==> src/rtl/at_fsp_pkg.sv <==
// ----------------------------------------------------------------------------
// AT final status parser package
// Types and character tables shared by the top level and the prefix matcher.
// ----------------------------------------------------------------------------
package at_fsp_pkg;

	// Candidate bit positions in the alive mask.
	localparam int unsigned CAND_OK  = 0;
	localparam int unsigned CAND_ERR = 1;
	localparam int unsigned CAND_CME = 2;
	localparam int unsigned CAND_CMS = 3;

	// Text lengths of the candidates.
	localparam logic [3:0] OK_LEN  = 4'd2;
	localparam logic [3:0] ERR_LEN = 4'd5;
	localparam logic [3:0] PFX_LEN = 4'd11;

	// Final result kinds reported on the output channel.
	localparam logic [2:0] KIND_NONE = 3'd0;
	localparam logic [2:0] KIND_OK   = 3'd1;
	localparam logic [2:0] KIND_ERR  = 3'd2;
	localparam logic [2:0] KIND_CME  = 3'd3;
	localparam logic [2:0] KIND_CMS  = 3'd4;

	// Per-line parser state.
	typedef struct packed {
		logic [2:0]  phase;
		logic [3:0]  pos;
		logic [3:0]  alive;
		logic [31:0] mag;
		logic        too_large;
		logic        minus;
		logic        digit_seen;
		logic        cut;
	} line_state_t;

	// Outcome of matching one byte against the candidate texts.
	typedef struct packed {
		logic [3:0] alive;
		logic [3:0] pos;
		logic       to_lead;
	} match_res_t;

	function automatic logic [7:0] ok_char(input logic [3:0] p);
		logic [7:0] c;
		case (p)
			4'd0:    c = "O";
			4'd1:    c = "K";
			default: c = 8'h00;
		endcase
		return c;
	endfunction

	function automatic logic [7:0] err_char(input logic [3:0] p);
		logic [7:0] c;
		case (p)
			4'd0:        c = "E";
			4'd1, 4'd2:  c = "R";
			4'd3:        c = "O";
			4'd4:        c = "R";
			default:     c = 8'h00;
		endcase
		return c;
	endfunction

	// Character of "+CME ERROR:" or, with cms set, of "+CMS ERROR:".
	function automatic logic [7:0] pfx_char(input logic [3:0] p, input logic cms);
		logic [7:0] c;
		case (p)
			4'd0:    c = "+";
			4'd1:    c = "C";
			4'd2:    c = "M";
			4'd3:    c = cms ? "S" : "E";
			4'd4:    c = " ";
			4'd5:    c = "E";
			4'd6:    c = "R";
			4'd7:    c = "R";
			4'd8:    c = "O";
			4'd9:    c = "R";
			4'd10:   c = ":";
			default: c = 8'h00;
		endcase
		return c;
	endfunction

endpackage

==> src/rtl/at_fsp_in_if.sv <==
// ----------------------------------------------------------------------------
// AT final status parser input channel
// Carries one byte of a response line with its presence and line end marks.
// ----------------------------------------------------------------------------
interface at_fsp_in_if;
	logic       valid;
	logic       ready;
	logic [7:0] line_byte;
	logic       byte_present;
	logic       line_end;

	modport source (output valid, line_byte, byte_present, line_end, input ready);
	modport sink   (input valid, line_byte, byte_present, line_end, output ready);
endinterface

==> src/rtl/at_fsp_out_if.sv <==
// ----------------------------------------------------------------------------
// AT final status parser output channel
// Carries the final result kind of a line and its numeric error code.
// ----------------------------------------------------------------------------
interface at_fsp_out_if;
	logic               valid;
	logic               ready;
	logic [2:0]         final_kind;
	logic signed [31:0] result_code;

	modport source (output valid, final_kind, result_code, input ready);
	modport sink   (input valid, final_kind, result_code, output ready);
endinterface

==> src/rtl/at_final_status_parser_top.sv <==
// ----------------------------------------------------------------------------
// AT final status parser
// Classifies a modem response line as OK, ERROR, +CME ERROR or +CMS ERROR.
// ----------------------------------------------------------------------------
// A line's result is registered after its line-end item leaves the input stage.
// Throughput: one item per cycle while not stalled; one registered pass per byte.
// The input stage stalls only while a line-end item waits for a full result register.
// Reset: arst_n clears the input valid, the line state and the result valid at once.
// After every line end the line state returns to its cleared value.
// ----------------------------------------------------------------------------
module at_final_status_parser_top (
	input  logic         clk,
	input  logic         arst_n,
	at_fsp_in_if.sink    in_ch,
	at_fsp_out_if.source out_ch
);
	import at_fsp_pkg::*;

	// Line phases.
	localparam logic [2:0] PH_PREFIX = 3'd0;
	localparam logic [2:0] PH_LEAD   = 3'd1;
	localparam logic [2:0] PH_NUM    = 3'd2;
	localparam logic [2:0] PH_TRAIL  = 3'd3;
	localparam logic [2:0] PH_BAD    = 3'd4;

	localparam logic [31:0] CODE_MAX  = 32'h7FFF_FFFF;
	localparam logic [31:0] CODE_NONE = 32'hFFFF_FFFF;

	localparam line_state_t LINE_CLEAR = '{
		phase: PH_PREFIX, pos: 4'd0, alive: 4'hF, mag: 32'd0,
		too_large: 1'b0, minus: 1'b0, digit_seen: 1'b0, cut: 1'b0
	};

	// Input stage.
	logic       valid_s1;
	logic [7:0] byte_s1;
	logic       present_s1;
	logic       end_s1;

	// Line state and result register.
	line_state_t st_q;
	line_state_t st_nxt;
	logic        out_valid_q;
	logic [2:0]  kind_q;
	logic [31:0] code_q;

	logic        advance;
	logic        in_ready;
	match_res_t  mres;
	logic [34:0] dig_v;
	logic        dig_big;
	logic        is_space;
	logic        is_blank;
	logic        is_digit;
	logic [2:0]  kind_nxt;
	logic [31:0] code_nxt;

	// The staged item moves on unless it closes a line and the result
	// register still holds an untaken result.
	assign advance  = valid_s1 && (!end_s1 || !out_valid_q || out_ch.ready);
	assign in_ready = !valid_s1 || advance;
	assign in_ch.ready = in_ready;

	always_ff @(posedge clk or negedge arst_n) begin
		if (!arst_n) begin
			valid_s1 <= 1'b0;
		end else if (in_ready) begin
			valid_s1 <= in_ch.valid;
		end
	end

	always_ff @(posedge clk) begin
		if (in_ready && in_ch.valid) begin
			byte_s1    <= in_ch.line_byte;
			present_s1 <= in_ch.byte_present;
			end_s1     <= in_ch.line_end;
		end
	end

	at_fsp_match u_match (
		.line_byte (byte_s1),
		.alive     (st_q.alive),
		.pos       (st_q.pos),
		.res       (mres)
	);

	// Character classes and the next decimal value, magnitude times ten
	// plus the digit, built from two shifts.
	always_comb begin
		is_blank = (byte_s1 == " ") || (byte_s1 == 8'h09);
		is_space = (byte_s1 == " ") || ((byte_s1 >= 8'h09) && (byte_s1 <= 8'h0D));
		is_digit = (byte_s1 >= "0") && (byte_s1 <= "9");
		dig_v    = {st_q.mag, 3'b000} + {2'b00, st_q.mag, 1'b0} + {31'd0, byte_s1[3:0]};
		dig_big  = st_q.too_large || (dig_v > {3'b000, CODE_MAX});
	end

	// Next line state after the staged byte.
	always_comb begin
		st_nxt = st_q;
		if (present_s1 && !st_q.cut) begin
			if (byte_s1 == 8'h00) begin
				// A zero byte ends the text; later bytes of the line are dropped.
				st_nxt.cut = 1'b1;
			end else begin
				unique case (st_q.phase)
					PH_PREFIX: begin
						if (st_q.alive != 4'd0) begin
							st_nxt.alive = mres.alive;
							st_nxt.pos   = mres.pos;
							if (mres.to_lead) begin
								st_nxt.phase = PH_LEAD;
							end
						end
					end
					PH_LEAD: begin
						if (is_space) begin
							st_nxt.phase = PH_LEAD;
						end else if ((byte_s1 == "+") || (byte_s1 == "-")) begin
							st_nxt.minus = (byte_s1 == "-");
							st_nxt.phase = PH_NUM;
						end else if (is_digit) begin
							st_nxt.digit_seen = 1'b1;
							st_nxt.too_large  = dig_big;
							st_nxt.mag        = dig_big ? CODE_MAX : dig_v[31:0];
							st_nxt.phase      = PH_NUM;
						end else begin
							st_nxt.phase = PH_BAD;
						end
					end
					PH_NUM: begin
						if (is_digit) begin
							st_nxt.digit_seen = 1'b1;
							st_nxt.too_large  = dig_big;
							st_nxt.mag        = dig_big ? CODE_MAX : dig_v[31:0];
						end else if (is_blank && st_q.digit_seen) begin
							st_nxt.phase = PH_TRAIL;
						end else begin
							st_nxt.phase = PH_BAD;
						end
					end
					PH_TRAIL: begin
						if (!is_blank) begin
							st_nxt.phase = PH_BAD;
						end
					end
					default: begin
						st_nxt.phase = st_q.phase;
					end
				endcase
			end
		end
	end

	// Result of a line. OK and ERROR need the whole line to match; the
	// prefixed kinds report the code only when it is well formed, not
	// negative and in range. A minus sign before zero still gives zero.
	always_comb begin
		kind_nxt = KIND_NONE;
		code_nxt = CODE_NONE;
		if (st_nxt.phase == PH_PREFIX) begin
			if (st_nxt.alive[CAND_OK] && (st_nxt.pos == OK_LEN)) begin
				kind_nxt = KIND_OK;
			end else if (st_nxt.alive[CAND_ERR] && (st_nxt.pos == ERR_LEN)) begin
				kind_nxt = KIND_ERR;
			end
		end else begin
			kind_nxt = st_nxt.alive[CAND_CME] ? KIND_CME : KIND_CMS;
			if (((st_nxt.phase == PH_NUM) || (st_nxt.phase == PH_TRAIL)) &&
				st_nxt.digit_seen && !st_nxt.too_large &&
				!(st_nxt.minus && (st_nxt.mag != 32'd0))) begin
				code_nxt = st_nxt.mag;
			end
		end
	end

	always_ff @(posedge clk or negedge arst_n) begin
		if (!arst_n) begin
			st_q        <= LINE_CLEAR;
			out_valid_q <= 1'b0;
		end else begin
			if (advance) begin
				st_q <= end_s1 ? LINE_CLEAR : st_nxt;
			end
			if (advance && end_s1) begin
				out_valid_q <= 1'b1;
			end else if (out_ch.ready) begin
				out_valid_q <= 1'b0;
			end
		end
	end

	always_ff @(posedge clk) begin
		if (advance && end_s1) begin
			kind_q <= kind_nxt;
			code_q <= code_nxt;
		end
	end

	assign out_ch.valid       = out_valid_q;
	assign out_ch.final_kind  = kind_q;
	assign out_ch.result_code = code_q;

`ifndef ASSERT_OFF
	// Kinds without a number always carry the absent code.
	a_plain_kind_no_code: assert property (@(posedge clk) disable iff (!arst_n)
		out_valid_q && ((kind_q == KIND_NONE) || (kind_q == KIND_OK) ||
		(kind_q == KIND_ERR)) |-> (code_q == CODE_NONE))
		else $error("plain kind carries a numeric code");

	// A reported code is either absent or non-negative.
	a_code_range: assert property (@(posedge clk) disable iff (!arst_n)
		out_valid_q |-> (!code_q[31] || (code_q == CODE_NONE)))
		else $error("negative error code reported");

	// Leaving the prefix phase needs a full prefix match of a prefixed kind.
	a_prefix_done: assert property (@(posedge clk) disable iff (!arst_n)
		(st_q.phase != PH_PREFIX) |->
		((st_q.pos == PFX_LEN) && (st_q.alive[CAND_CMS:CAND_CME] != 2'b00)))
		else $error("number phase entered without a full prefix");

	// An accepted line end produces a result in the next cycle.
	a_line_result: assert property (@(posedge clk) disable iff (!arst_n)
		(advance && end_s1) |=> out_valid_q)
		else $error("line end without a result");
`endif

endmodule

==> src/rtl/at_fsp_match.sv <==
// ----------------------------------------------------------------------------
// AT final status parser prefix matcher
// Compares one byte against the four candidate texts at the current position.
// ----------------------------------------------------------------------------
module at_fsp_match (
	input  logic [7:0]             line_byte,
	input  logic [3:0]             alive,
	input  logic [3:0]             pos,
	output at_fsp_pkg::match_res_t res
);
	import at_fsp_pkg::*;

	logic [3:0] hit;
	logic [3:0] alive_nxt;
	logic [3:0] pos_inc;

	always_comb begin
		hit[CAND_OK]  = (pos < OK_LEN)  && (ok_char(pos) == line_byte);
		hit[CAND_ERR] = (pos < ERR_LEN) && (err_char(pos) == line_byte);
		hit[CAND_CME] = (pos < PFX_LEN) && (pfx_char(pos, 1'b0) == line_byte);
		hit[CAND_CMS] = (pos < PFX_LEN) && (pfx_char(pos, 1'b1) == line_byte);
		alive_nxt     = alive & hit;
		pos_inc       = pos + 4'd1;
	end

	// A dead mask freezes the position, so the line can no longer match.
	always_comb begin
		res.alive   = alive_nxt;
		res.pos     = (alive_nxt != 4'd0) ? pos_inc : pos;
		res.to_lead = (alive_nxt != 4'd0) && (pos_inc == PFX_LEN) &&
			(alive_nxt[CAND_CMS:CAND_CME] != 2'b00);
	end
endmodule
==> src/flat_wrapper.sv <==
// flat-port wrapper written by rule: the top's interface ports become plain ports
module at_final_status_parser_top_flat import at_fsp_pkg::*;
  (clk, arst_n, in_ch_valid, in_ch_line_byte, in_ch_byte_present, in_ch_line_end, in_ch_ready, out_ch_valid, out_ch_final_kind, out_ch_result_code, out_ch_ready);
  at_fsp_in_if in_ch_i ();
  at_fsp_out_if out_ch_i ();
  input  logic clk;
  input  logic arst_n;
  input wire logic [$bits(in_ch_i.valid)-1:0] in_ch_valid;
  input wire logic [$bits(in_ch_i.line_byte)-1:0] in_ch_line_byte;
  input wire logic [$bits(in_ch_i.byte_present)-1:0] in_ch_byte_present;
  input wire logic [$bits(in_ch_i.line_end)-1:0] in_ch_line_end;
  output wire logic [$bits(in_ch_i.ready)-1:0] in_ch_ready;
  output wire logic [$bits(out_ch_i.valid)-1:0] out_ch_valid;
  output wire logic [$bits(out_ch_i.final_kind)-1:0] out_ch_final_kind;
  output wire logic [$bits(out_ch_i.result_code)-1:0] out_ch_result_code;
  input wire logic [$bits(out_ch_i.ready)-1:0] out_ch_ready;
  assign in_ch_i.valid = in_ch_valid;
  assign in_ch_i.line_byte = in_ch_line_byte;
  assign in_ch_i.byte_present = in_ch_byte_present;
  assign in_ch_i.line_end = in_ch_line_end;
  assign in_ch_ready = in_ch_i.ready;
  assign out_ch_valid = out_ch_i.valid;
  assign out_ch_final_kind = out_ch_i.final_kind;
  assign out_ch_result_code = out_ch_i.result_code;
  assign out_ch_i.ready = out_ch_ready;
  at_final_status_parser_top u_core (.clk(clk), .arst_n(arst_n), .in_ch(in_ch_i), .out_ch(out_ch_i));
endmodule
==> config.mk <==
export PLATFORM = sky130hd
export DESIGN_NAME = at_final_status_parser_top_flat
export DESIGN_NICKNAME = d
export VERILOG_FILES = /design/src/rtl/at_fsp_pkg.sv /design/src/rtl/at_fsp_in_if.sv /design/src/rtl/at_fsp_out_if.sv /design/src/rtl/at_final_status_parser_top.sv /design/src/rtl/at_fsp_match.sv /design/src/flat_wrapper.sv
export SDC_FILE = /design/constraint.sdc
export NUM_CORES = 1
export LEC_CHECK = 0
export BUFFER_PORTS_ARGS = -buffer_cell sky130_fd_sc_hd__buf_2
export CORE_MARGIN = 10
export CORE_UTILIZATION = 40
export CTS_CLUSTER_SIZE = 30
export DETAILED_ROUTE_END_ITERATION = 16
export GPL_TIMING_DRIVEN = 0
export HOLD_SLACK_MARGIN = 0.06
export SYNTH_ARGS = -nofsm -noshare
export SYNTH_HDL_FRONTEND = slang
export SYNTH_SLANG_ARGS = --single-unit
==> constraint.sdc <==
create_clock -name clk -period 7 [get_ports clk]
set_clock_uncertainty 0.05 [all_clocks]
set_input_delay 1.4 -clock clk [delete_from_list [all_inputs] [get_ports clk]]
set_output_delay 1.4 -clock clk [all_outputs]
set_load 0.005 [all_outputs]
==> impl_results.md <==
* Net Sw Frac at 0.295
* Int Power at 1.02 mW
* Synth-to-Final Area Change at 11.5%
* Initial antenna violation count at 0
* Post-synthesis cell area at 7890 sq um
* Buffers and inverters on the worst path at 5
* IO Pins at 51
* Post-CTS setup buffers at 0
* Hold_buf cts at 0
* Final Hold Fails at 0
* Relative slew slack at 0.209
* Status: complete, no violations
* Final worst path period share at 0.896
* Die Y-Extent at 160 um
* Number of library cell types mapped by synthesis at 82
* Routed Antenna Nets at 0
* DR DRC count at 0
* Diode count at 0
* Port Buf Inserts at 50
* CP Cell Sequence: clkbuf_1, inv_1, fa_1, inv_1, ha_1, a211oi_1, o21ai_1, a21boi_1, o21bai_1, a31oi_1, o31ai_1, a2111oi_2, clkbuf_1, a31oi_1, or3_1, o31ai_4, buf_4, o21ai_1
* CP Capture Type: register
* Drt pass-1 iters at 5
* Clock-pin slew on the worst setup and hold paths at 70 ps
* Multi-input gate area at 4990 sq um
* Crit path largest cell delay at 630 ps
* Wire per inst at 20.0 um
* VDD IR max at 121 uV
* Clock power share at 0.372
* Max Fanout on Critical Path at 10
* All-layer global routing usage at 0.189
* Register area share after synthesis at 0.327
* Vias per cell at 5.92
* Simple logic cell fraction of the synthesized area at 0.206
* Worst Hold Class: register to register
* Max Cap Viol at 0
* Register area at 2580 sq um
* Synth warnings at 0
* Global-route wire length before repair at 39500 um
* DP HPWL at 19000 um
* Clk Tree Root Cell: clkbuf_16
* Ys flop type: edfxtp_1
* Gate Count Post-Synth at 908
* Async set-reset flop share out of synthesis at 0.521
* Drt total wl at 24700 um
* Worst-Margin Slew at 1180 ps
* Num rows at 51
* Synth Area in XOR/XNOR at 0.0444
* Synth area leaders: edfxtp_1, dfrtp_1, ha_1
* Ratio of cells with drive above 1 in the final layout at 0.117
* CP Data Required Time at 7030 ps
* Adder-cell share of the synthesized area at 0.119
* Post-synth top area cell: edfxtp_1
* Average size of a mapped cell at 8.69 sq um
* Crit path time final at 6270 ps
* Num CTS Buffers at 9
* Clk sinks at 94
* Synth Register Bits at 94
* RSZ-0062 raised after global routing: no
* P_leak at 3.64 nW
* Vias in the first global route at 6995
* Top delay family on crit path: compound AO/OA/AOI/OAI gates
* Syn_nets at 996
* Nets at 1057
* Mux contribution to synthesized area at 0.00666
* Fmax at 159 MHz
* Post-Route Setup TNS at 0 ps
* Vias at 7337
* Largest net degree at the start of global routing at 50
* Power per Cell Area at 165 nW/um^2
* Data arrival time of the critical path at 6300 ps
* H-tree levels at 3
* Share of the synthesized area in the top cell type at 0.171
* Post-synthesis compound-gate area fraction at 0.257
* Routability cong. at 0.933
* CP Launch Type: register
* Sequential power share at 0.439
* CTS tree: done
* Critical-path top delay cell: a2111oi_2
* Fill count at 1910
* Die X at 160 um
* GRT Residual Overflow at 0
* Longest Clk Path Bufs at 2
* # setup viols final at 0
* Post-CTS sizing at 0
* Comb pwr share at 0.189
* Core area at 19500 sq um
* Die Area at 25700 sq um
* Largest family of logic cells by synthesized area: compound AO/OA/AOI/OAI gates
* Net Switching at 0.427 mW
* Share of the core filled with cells at 0.452
* WS Path Type: register to register
* Starting Density at 0.405
* Clock latency on the worst-skew pair at 360 ps
* Drt initial violations at 635
* EDFF count, synth at 45
* Max Slew Vio Count at 0
power by group through the flow:
stage          clock network [mW]  logic [mW]  registers (mW)
2_1_floorplan                   0       0.195           0.634
3_3_place_gp                    0       0.267           0.646
3_5_place_dp                    0       0.268           0.647
4_1_cts                     0.545       0.270           0.635
5_1_grt                     0.564       0.302           0.639
6_report                    0.538       0.274           0.636
path summary, 6_finish.rpt:
check	cells after the start	startpoint	slack [ps]	endpoint
min reg2reg	2	u_core.st_q[0]	450	u_core.st_q[0]
max reg2reg	18	u_core.byte_s1[3]	730	u_core.out_ch.result_code[14]
min in group asynchronous	1	arst_n	1230	u_core.st_q[31]
max in group asynchronous	1	arst_n	4930	u_core.out_ch.valid
max	18	u_core.byte_s1[3]	730	u_core.out_ch.result_code[14]
min	2	u_core.st_q[0]	450	u_core.st_q[0]
synthesized netlist by cell type (all sizes together) (14+ instances only):
| cell type | instances |
|---|---|
| a21o | 22 |
| a21oi | 54 |
| buf | 15 |
| clkbuf | 35 |
| dfrtp | 45 |
| edfxtp | 45 |
| ha | 72 |
| inv | 25 |
| nand2 | 102 |
| nand3 | 23 |
| nand4 | 15 |
| nor2 | 76 |
| nor3 | 14 |
| o21ai | 79 |
| o22ai | 16 |
| xnor2 | 22 |
| xor2 | 18 |
worst register-to-register path: cells and delay by family (launching register included):
family          cells  cell delay (ps)
compound gates     10             2900
buf+inv             5             1370
fa+ha+maj           2              880
simple gates        1              480
flops               1              340
state kept, by name, summed over array words and instances, names as in the netlist:
| register | cells |
|---|---|
| u_core.st_q | 47 |
| u_core.out_ch.result_code | 32 |
| u_core.byte_s1 | 8 |
| u_core.out_ch.final_kind | 3 |
| u_core.end_s1 | 1 |
| u_core.out_ch.valid | 1 |
| u_core.present_s1 | 1 |
| u_core.valid_s1 | 1 |
cell usage in the layout (no fill, tap or decap), drive strengths merged, types with 25 or more instances in the layout:
cell    instances
buf            65
nor2           76
a21oi          54
nand2         102
o21ai          79
edfxtp         45
ha             72
dfrtp          45
inv            25
clkbuf         44
kinds of logic after synthesis:
family	count (synthesis)
AO/OA/AOI/OAI	294
XOR/XNOR	40
adder cells (fa/ha/maj)	74
flip-flops	94
AND/OR/NAND/NOR	325
buffers and inverters	76
multiplexers	5
cell type report:
cell class                 count  share of cell area
clock buffer                   9              0.0256
sequential                    94               0.294
buffer                        50              0.0246
timing repair buffer          50              0.0285
inverter                      26              0.0111
clock inverter                 7              0.0112
multi-input combinational    738               0.568
tap                          265              0.0377
metrics by stage:
stage / cell area [sq um] / worst slack [ps] / cells / total power [mW] / hold WS, ps
after detailed placement: 8470 / 837 / 1223 / 0.914 / 443
after global placement: 8470 / 814 / 1223 / 0.913 / 427
final: 8790 / 730 / 1239 / 1.45 / 453
after global routing: 8790 / 215 / 1239 / 1.50 / 496
after floorplan: 7890 / 2140 / 908 / 0.829 / 413
after CTS: 8790 / 823 / 1239 / 1.45 / 458
metal layers:
metal	part of all wire	track usage	wire (um)	up-vias
met4	0.017	0.0492	425	0
met1	0.48	0.270	11900	3530
li1	-	-	-	3530
met3	0.069	0.0391	1710	28
met5	0	0	0	-
met2	0.43	0.284	10700	249
No activity file was read; power rests on OpenSTA's default activity.
